`config.mk`:
```
export PLATFORM = sky130hd
export DESIGN_NAME = hwn_merge
export DESIGN_NICKNAME = d
export VERILOG_FILES = /design/src/rtl/hwn_pkg.sv /design/src/rtl/hwn_merge.sv
export SDC_FILE = /design/constraint.sdc
export NUM_CORES = 1
export LEC_CHECK = 0
export BUFFER_PORTS_ARGS = -buffer_cell sky130_fd_sc_hd__buf_2
export CAP_MARGIN = 40
export CORE_MARGIN = 8
export CORE_UTILIZATION = 57
export DETAILED_ROUTE_END_ITERATION = 10
export GPL_ROUTABILITY_DRIVEN = 0
export PLACE_DENSITY = 0.83
export SLEW_MARGIN = 25
export SYNTH_ARGS = -nofsm -noshare
export SYNTH_HDL_FRONTEND = slang
export SYNTH_SLANG_ARGS = --single-unit
export TNS_END_PERCENT = 5
```
`constraint.sdc`:
```
create_clock -name clock -period 4.8 [get_ports clock]
set_input_delay 0.24 -clock clock [delete_from_list [all_inputs] [get_ports clock]]
set_output_delay 0.24 -clock clock [all_outputs]
set_load 0.1 [all_outputs]
```
`src/rtl/hwn_pkg.sv`:
```
// Shared types and constants for the height window to normal RGB core.
package hwn_pkg;

   localparam int NUM_LANES = 8;
   localparam int HEIGHT_W  = 16;
   localparam int SCALE_W   = 32;
   localparam int SLOPE_W   = HEIGHT_W + SCALE_W;
   localparam int RED_W     = 30;
   localparam int SUMSQ_W   = 2 * RED_W + 2;
   localparam int ROOT_W    = SUMSQ_W / 2;
   localparam int BYTE_W    = 8;

   localparam logic [SCALE_W-1:0] SCALE_RESET = 32'h0100_0000;
   localparam logic [SLOPE_W-1:0] Z_EDGE      = 48'h0000_0100_0000;
   localparam logic [SLOPE_W-1:0] Z_DIAG      = 48'h0000_0200_0000;

   localparam int AXIS_X = 0;
   localparam int AXIS_Y = 1;
   localparam int AXIS_Z = 2;

   // Neighbor slots of the slope stage.
   localparam int NB_W  = 0;
   localparam int NB_E  = 1;
   localparam int NB_N  = 2;
   localparam int NB_S  = 3;
   localparam int NB_NW = 4;
   localparam int NB_NE = 5;
   localparam int NB_SW = 6;
   localparam int NB_SE = 7;

   typedef struct packed {
      logic [HEIGHT_W-1:0] center_height;
      logic [HEIGHT_W-1:0] west_height;
      logic [HEIGHT_W-1:0] east_height;
      logic [HEIGHT_W-1:0] north_height;
      logic [HEIGHT_W-1:0] south_height;
      logic [HEIGHT_W-1:0] northwest_height;
      logic [HEIGHT_W-1:0] northeast_height;
      logic [HEIGHT_W-1:0] southwest_height;
      logic [HEIGHT_W-1:0] southeast_height;
   } req_data_type;

   typedef struct packed {
      logic [BYTE_W-1:0] red_byte;
      logic [BYTE_W-1:0] green_byte;
      logic [BYTE_W-1:0] blue_byte;
   } rsp_data_type;

endpackage

```
`src/rtl/hwn_merge.sv`:
```
// Merge of the lane unit normals: summing tree and sign split.
module hwn_merge #(
   parameter int FRAC_W = 16
) (
   input  logic                                     clock,
   input  logic                                     reset,
   input  logic                                     en,
   input  logic                                     in_valid,
   input  logic [hwn_pkg::NUM_LANES-1:0][2:0][FRAC_W+1:0] in_unit,
   output logic                                     out_valid,
   output logic [2:0][FRAC_W+3:0]                   out_mag,
   output logic [2:0]                               out_neg
);
   import hwn_pkg::*;

   localparam int W   = FRAC_W + 2;
   localparam int GRP = NUM_LANES / 2;
   localparam int H_W = W + 2;
   localparam int S_W = W + 3;
   localparam int M_W = W + 2;

   logic                    v1_ff, v2_ff, v3_ff;
   logic signed [H_W-1:0]   half_in [2][3];
   logic signed [H_W-1:0]   half_ff [2][3];
   logic signed [S_W-1:0]   tot_ff  [3];
   logic [2:0][M_W-1:0]     mag_ff;
   logic [2:0]              neg_ff;

   always_comb begin
      for (int g = 0; g < 2; g++) begin
         for (int a = 0; a < 3; a++) begin
            half_in[g][a] = '0;
            for (int l = 0; l < GRP; l++) begin
               half_in[g][a] = half_in[g][a] + H_W'($signed(in_unit[g*GRP+l][a]));
            end
         end
      end
   end

   always_ff @(posedge clock) begin
      if (reset) begin
         v1_ff <= 1'b0;
         v2_ff <= 1'b0;
         v3_ff <= 1'b0;
      end else if (en) begin
         v1_ff <= in_valid;
         v2_ff <= v1_ff;
         v3_ff <= v2_ff;
      end
   end

   always_ff @(posedge clock) begin
      if (en) begin
         half_ff <= half_in;
         for (int a = 0; a < 3; a++) begin
            tot_ff[a] <= S_W'(half_ff[0][a]) + S_W'(half_ff[1][a]);
            neg_ff[a] <= tot_ff[a][S_W-1];
            mag_ff[a] <= tot_ff[a][S_W-1] ? M_W'(-tot_ff[a]) : M_W'(tot_ff[a]);
         end
      end
   end

   assign out_valid = v3_ff;
   assign out_mag   = mag_ff;
   assign out_neg   = neg_ff;

endmodule

```
Yosys cells after proc, flatten, opt, wreduce, memory -nomap -nowiden

Memory sizes are Yosys's and may differ from the RTL's.
Index checks and enable logic that the tools add are counted.

RAM bits: 63
Flip-flop bits (word level): 186
Output and inout bits: 64
Memories: 1
Logic and storage cells: 43
Input port bits: 436

Memories:

| name   | depth | bits a word | read ports | clocked after Yosys merged registers in | wr ports | line            | text |
|---|---|---|---|---|---|---|---|
| tot_ff | 3     | 21          | 3          | 0                                       | 3        | hwn_merge.sv:25 | `logic signed [S_W-1:0] tot_ff [3];` |

$add $sub $neg: 24
Muxes and demuxes: 5

Operators with widths:

| operator                                  | number |
|---|---|
| 19-bit by 18-bit adder with 20-bit output | 6 |
| 20-bit by 18-bit adder with 20-bit output | 6 |
| 18-bit by 18-bit adder with 19-bit output | 6 |
| 20-bit by 20-bit adder with 21-bit output | 3 |
| 20-bit two-way mux                        | 3 |
| 20-bit negation                           | 3 |
| 1-bit two-way mux                         | 2 |

Longest topological paths before layout

Depth in word-level cells: 3
Depth in mapped cells: 13
Depth with buffers taken out: 13

Least setup slack after synthesis

Ideal clock, no wire load.

Kind: input -> register
From: input in_unit[241] (netlist name)
To: register half_ff[38] (netlist name), data pin
Data arrival time: 3.161 ns
Path buffers: 0
Library setup time: 0.272 ns
Slack: 1.368 ns
Data required time: 4.528 ns
Stages on the path: 11
Path through: inv_1 > fa_1 > fa_1 > inv_1 > ha_1 > a2111oi_0 > o21ai_1 > a31oi_2 > o211ai_2 > and4b_1 > or4_1

RTL lines:

| what                 | line            | text |
|---|---|---|
| from (decl)          | hwn_merge.sv:9  | `input logic [hwn_pkg::NUM_LANES-1:0][2:0][FRAC_W+1:0] in_unit,` |
| to (signal assigned) | hwn_merge.sv:54 | `half_ff <= half_in;` |
| to (decl)            | hwn_merge.sv:24 | `logic signed [H_W-1:0] half_ff [2][3];` |

==> flow_metrics.env <==
export IMPL_cts_resized=0
export IMPL_min_delay_start="in_unit[378]"
export IMPL_ys_ff_latch=249
export IMPL_wire_per_inst_microns=16.6
export IMPL_design_area_sq_mm=0.0278
export IMPL_grt_max_degree=109
export IMPL_most_common_layout_cells="inv_1, buf_2, edfxtp_1, fa_1, ha_1"
export IMPL_fillers=3062
export IMPL_syn_inst=2427
export IMPL_crit_type="in -> reg"
export IMPL_power_mw=18.3
export IMPL_drc=0
export IMPL_antenna_diode_count=0
export IMPL_num_vias=18800
export IMPL_dr_pass1_iters=6
export IMPL_synthToLayoutAreaGrowth_pct=17.0
export IMPL_grt_total_usage=0.234
export IMPL_rsz0062_at_grt="false"
export IMPL_die_w_microns=220
export IMPL_synth_edff_count=246
export IMPL_core_area_sq_mm=0.0409
export IMPL_slew_headroom=0.420
export IMPL_worst_setup_path_start_kind="primary input"
export IMPL_hold_path_end="half_ff[40]$_DFFE_PP_"
export IMPL_finalSetupTns_ps=0
export IMPL_finalMaxSlewViolations=0
export IMPL_post_cts_setup_buffer_count=0
export IMPL_clock_sinks=249
export IMPL_overflow=0
export IMPL_avgSynthCellArea_sq_um=9.78
export IMPL_rr_endpoint="tot_ff[0][16]$_DFFE_PP_"
export IMPL_dpl_hpwl_microns=48900
export IMPL_die_area_sq_mm=0.0484
export IMPL_finalSetupViolCount=0
export IMPL_startpoint="in_unit[241]"
export IMPL_final_cells=3481
export IMPL_grt_pass1_vias=19900
export IMPL_synth_fp_nets=3265
export IMPL_hold_path_depth=2
export IMPL_max_freq_ghz=0.301
export IMPL_hold_buffers=4
export IMPL_yosysUniqueCellTypes=78
export IMPL_drive_gt1_frac=0.187
export IMPL_async_reset_ff_frac=0
export IMPL_finalHoldViolCount=0
export IMPL_ir_worst_vdd_v=0.000371
export IMPL_ys_warn_count=0
export IMPL_root_buffer="clkbuf_16"
export IMPL_cts_buffers=27
export IMPL_cts_tree="yes"
export IMPL_detail_route_antenna_nets=0
export IMPL_placedCellCount=3428
export IMPL_ys_seq_area_frac=0.314
export IMPL_tightest_slew_ps=870
export IMPL_p_leak_nw=13.7
export IMPL_antenna_found_initial=0
export IMPL_clock_latency_ps=540
export IMPL_initial_utilization=0.580
export IMPL_skew_ps=15.9
export IMPL_io_pins=500
export IMPL_utilization=0.678
export IMPL_htree_levels=1
export IMPL_status="finished, final reports clean"
export IMPL_fin_crit_sh=0.691
export IMPL_syn_cell_area_sq_mm=0.0237
export IMPL_grt_first_pass_wirelength_microns=92900
export IMPL_endpoint_kind="flop"
export IMPL_io_buffers=499
export IMPL_r2r_start="half_ff[40]$_DFFE_PP_"
export IMPL_crit_arrival_ps=3590
export IMPL_period_needed_ps=3320
export IMPL_maxCapViolCount=0
export IMPL_cp_max_fo=5
export IMPL_cp_required_ps=5070
export IMPL_synth_top_flop_cell="edfxtp_1"
export IMPL_drtIter0Drc=1195
export IMPL_rows=74
export IMPL_wirelength_microns=57800
export IMPL_via_per_inst=5.40
export IMPL_pwr_density_cell_mw_per_mm2=659
export IMPL_clockBufferDepth=3
export IMPL_r2r_cells=9
export IMPL_final_common_cell="inv_1"
export IMPL_clk_pin_slew_worst_paths_ps=60
export IMPL_dpl_instance_area_sq_mm=0.0268
export IMPL_fp_dieH_microns=220
export IMPL_reg2reg_slack_ps=1700
export IMPL_hp_class="in -> reg"
export IMPL_fin_nets=3768
[critical path: stages]
cell	delay [ps]
buf_2	70
inv_1	40
fa_1	480
fa_1	500
inv_1	40
ha_1	340
a2111oi_0	430
o21ai_1	180
a31oi_2	320
o211ai_2	190
and4b_1	240
or4_1	500
[synthesized netlist by cell type (30+ instances only)]
library cell	n	area (sq um)
nand3_1	42	210
ha_1	177	2210
xor2_1	39	342
inv_1	660	2480
nor3_1	30	150
fa_1	225	4500
a21o_1	39	293
o21ai_1	46	230
edfxtp_1	246	7390
xnor2_1	150	1310
nand2_1	100	375
o21ai_0	56	280
nor2_1	81	304
a21oi_1	132	661
clkbuf_1	31	116
[report_power, final]
part | internal (mW) | total [mW] | switching (mW)
clock network | 1.30 | 2.12 | 0.824
logic | 4.16 | 11.3 | 7.18
registers | 4.17 | 4.83 | 0.659
total | 9.64 | 18.3 | 8.66
[metal layers]
| layer | track usage | part of all wire |
|---|---|---|
| met5 | 0 | 0 |
| met4 | 0.0921 | 0.038 |
| met3 | 0.0314 | 0.057 |
| met2 | 0.435 | 0.52 |
| met1 | 0.268 | 0.39 |
[through the flow]
step	hold WS, ps	setup slack (ps)
detailed placement	434	994
finish	32.0	1480
floorplan	312	1370
global route	16.7	1310
CTS	3.69	1540
global placement	428	1100
[worst max path at each step]
stage,endpoint
2_1_floorplan,half_ff[38]$_DFFE_PP_
3_3_place_gp,half_ff[38]$_DFFE_PP_
3_5_place_dp,half_ff[38]$_DFFE_PP_
4_1_cts,half_ff[38]$_DFFE_PP_
5_1_grt,half_ff[38]$_DFFE_PP_
6_report,half_ff[38]$_DFFE_PP_
[logic make-up (layout without fill, tap and decap cells)]
group                    Yosys count  after routing  synth area share
XOR/XNOR                         189            189            0.0698
buffers and inverters            692           1214             0.109
multiplexers                       6              6           0.00253
AO/OA/AOI/OAI                    483            483             0.134
adder cells (fa/ha/maj)          402            402             0.283
AND/OR/NAND/NOR                  406            406            0.0876
flip-flops                       249            249             0.314
[state kept, by name, indices dropped and copies added, names as in the netlist]
signal,flops
half_ff,120
tot_ff,63
out_mag,60
out_neg,3
out_valid,1
v1_ff,1
v2_ff,1
[cell type report]
class	count	area, sq um	area share
multi-input combinational	1486	13700	0.493
sequential	249	7450	0.268
timing repair buffer	506	2580	0.0929
inverter	660	2480	0.0893
clock buffer	32	694	0.0250
tap	532	666	0.0240
clock inverter	16	210	0.00757
No activity file was read; power rests on OpenSTA's default activity.
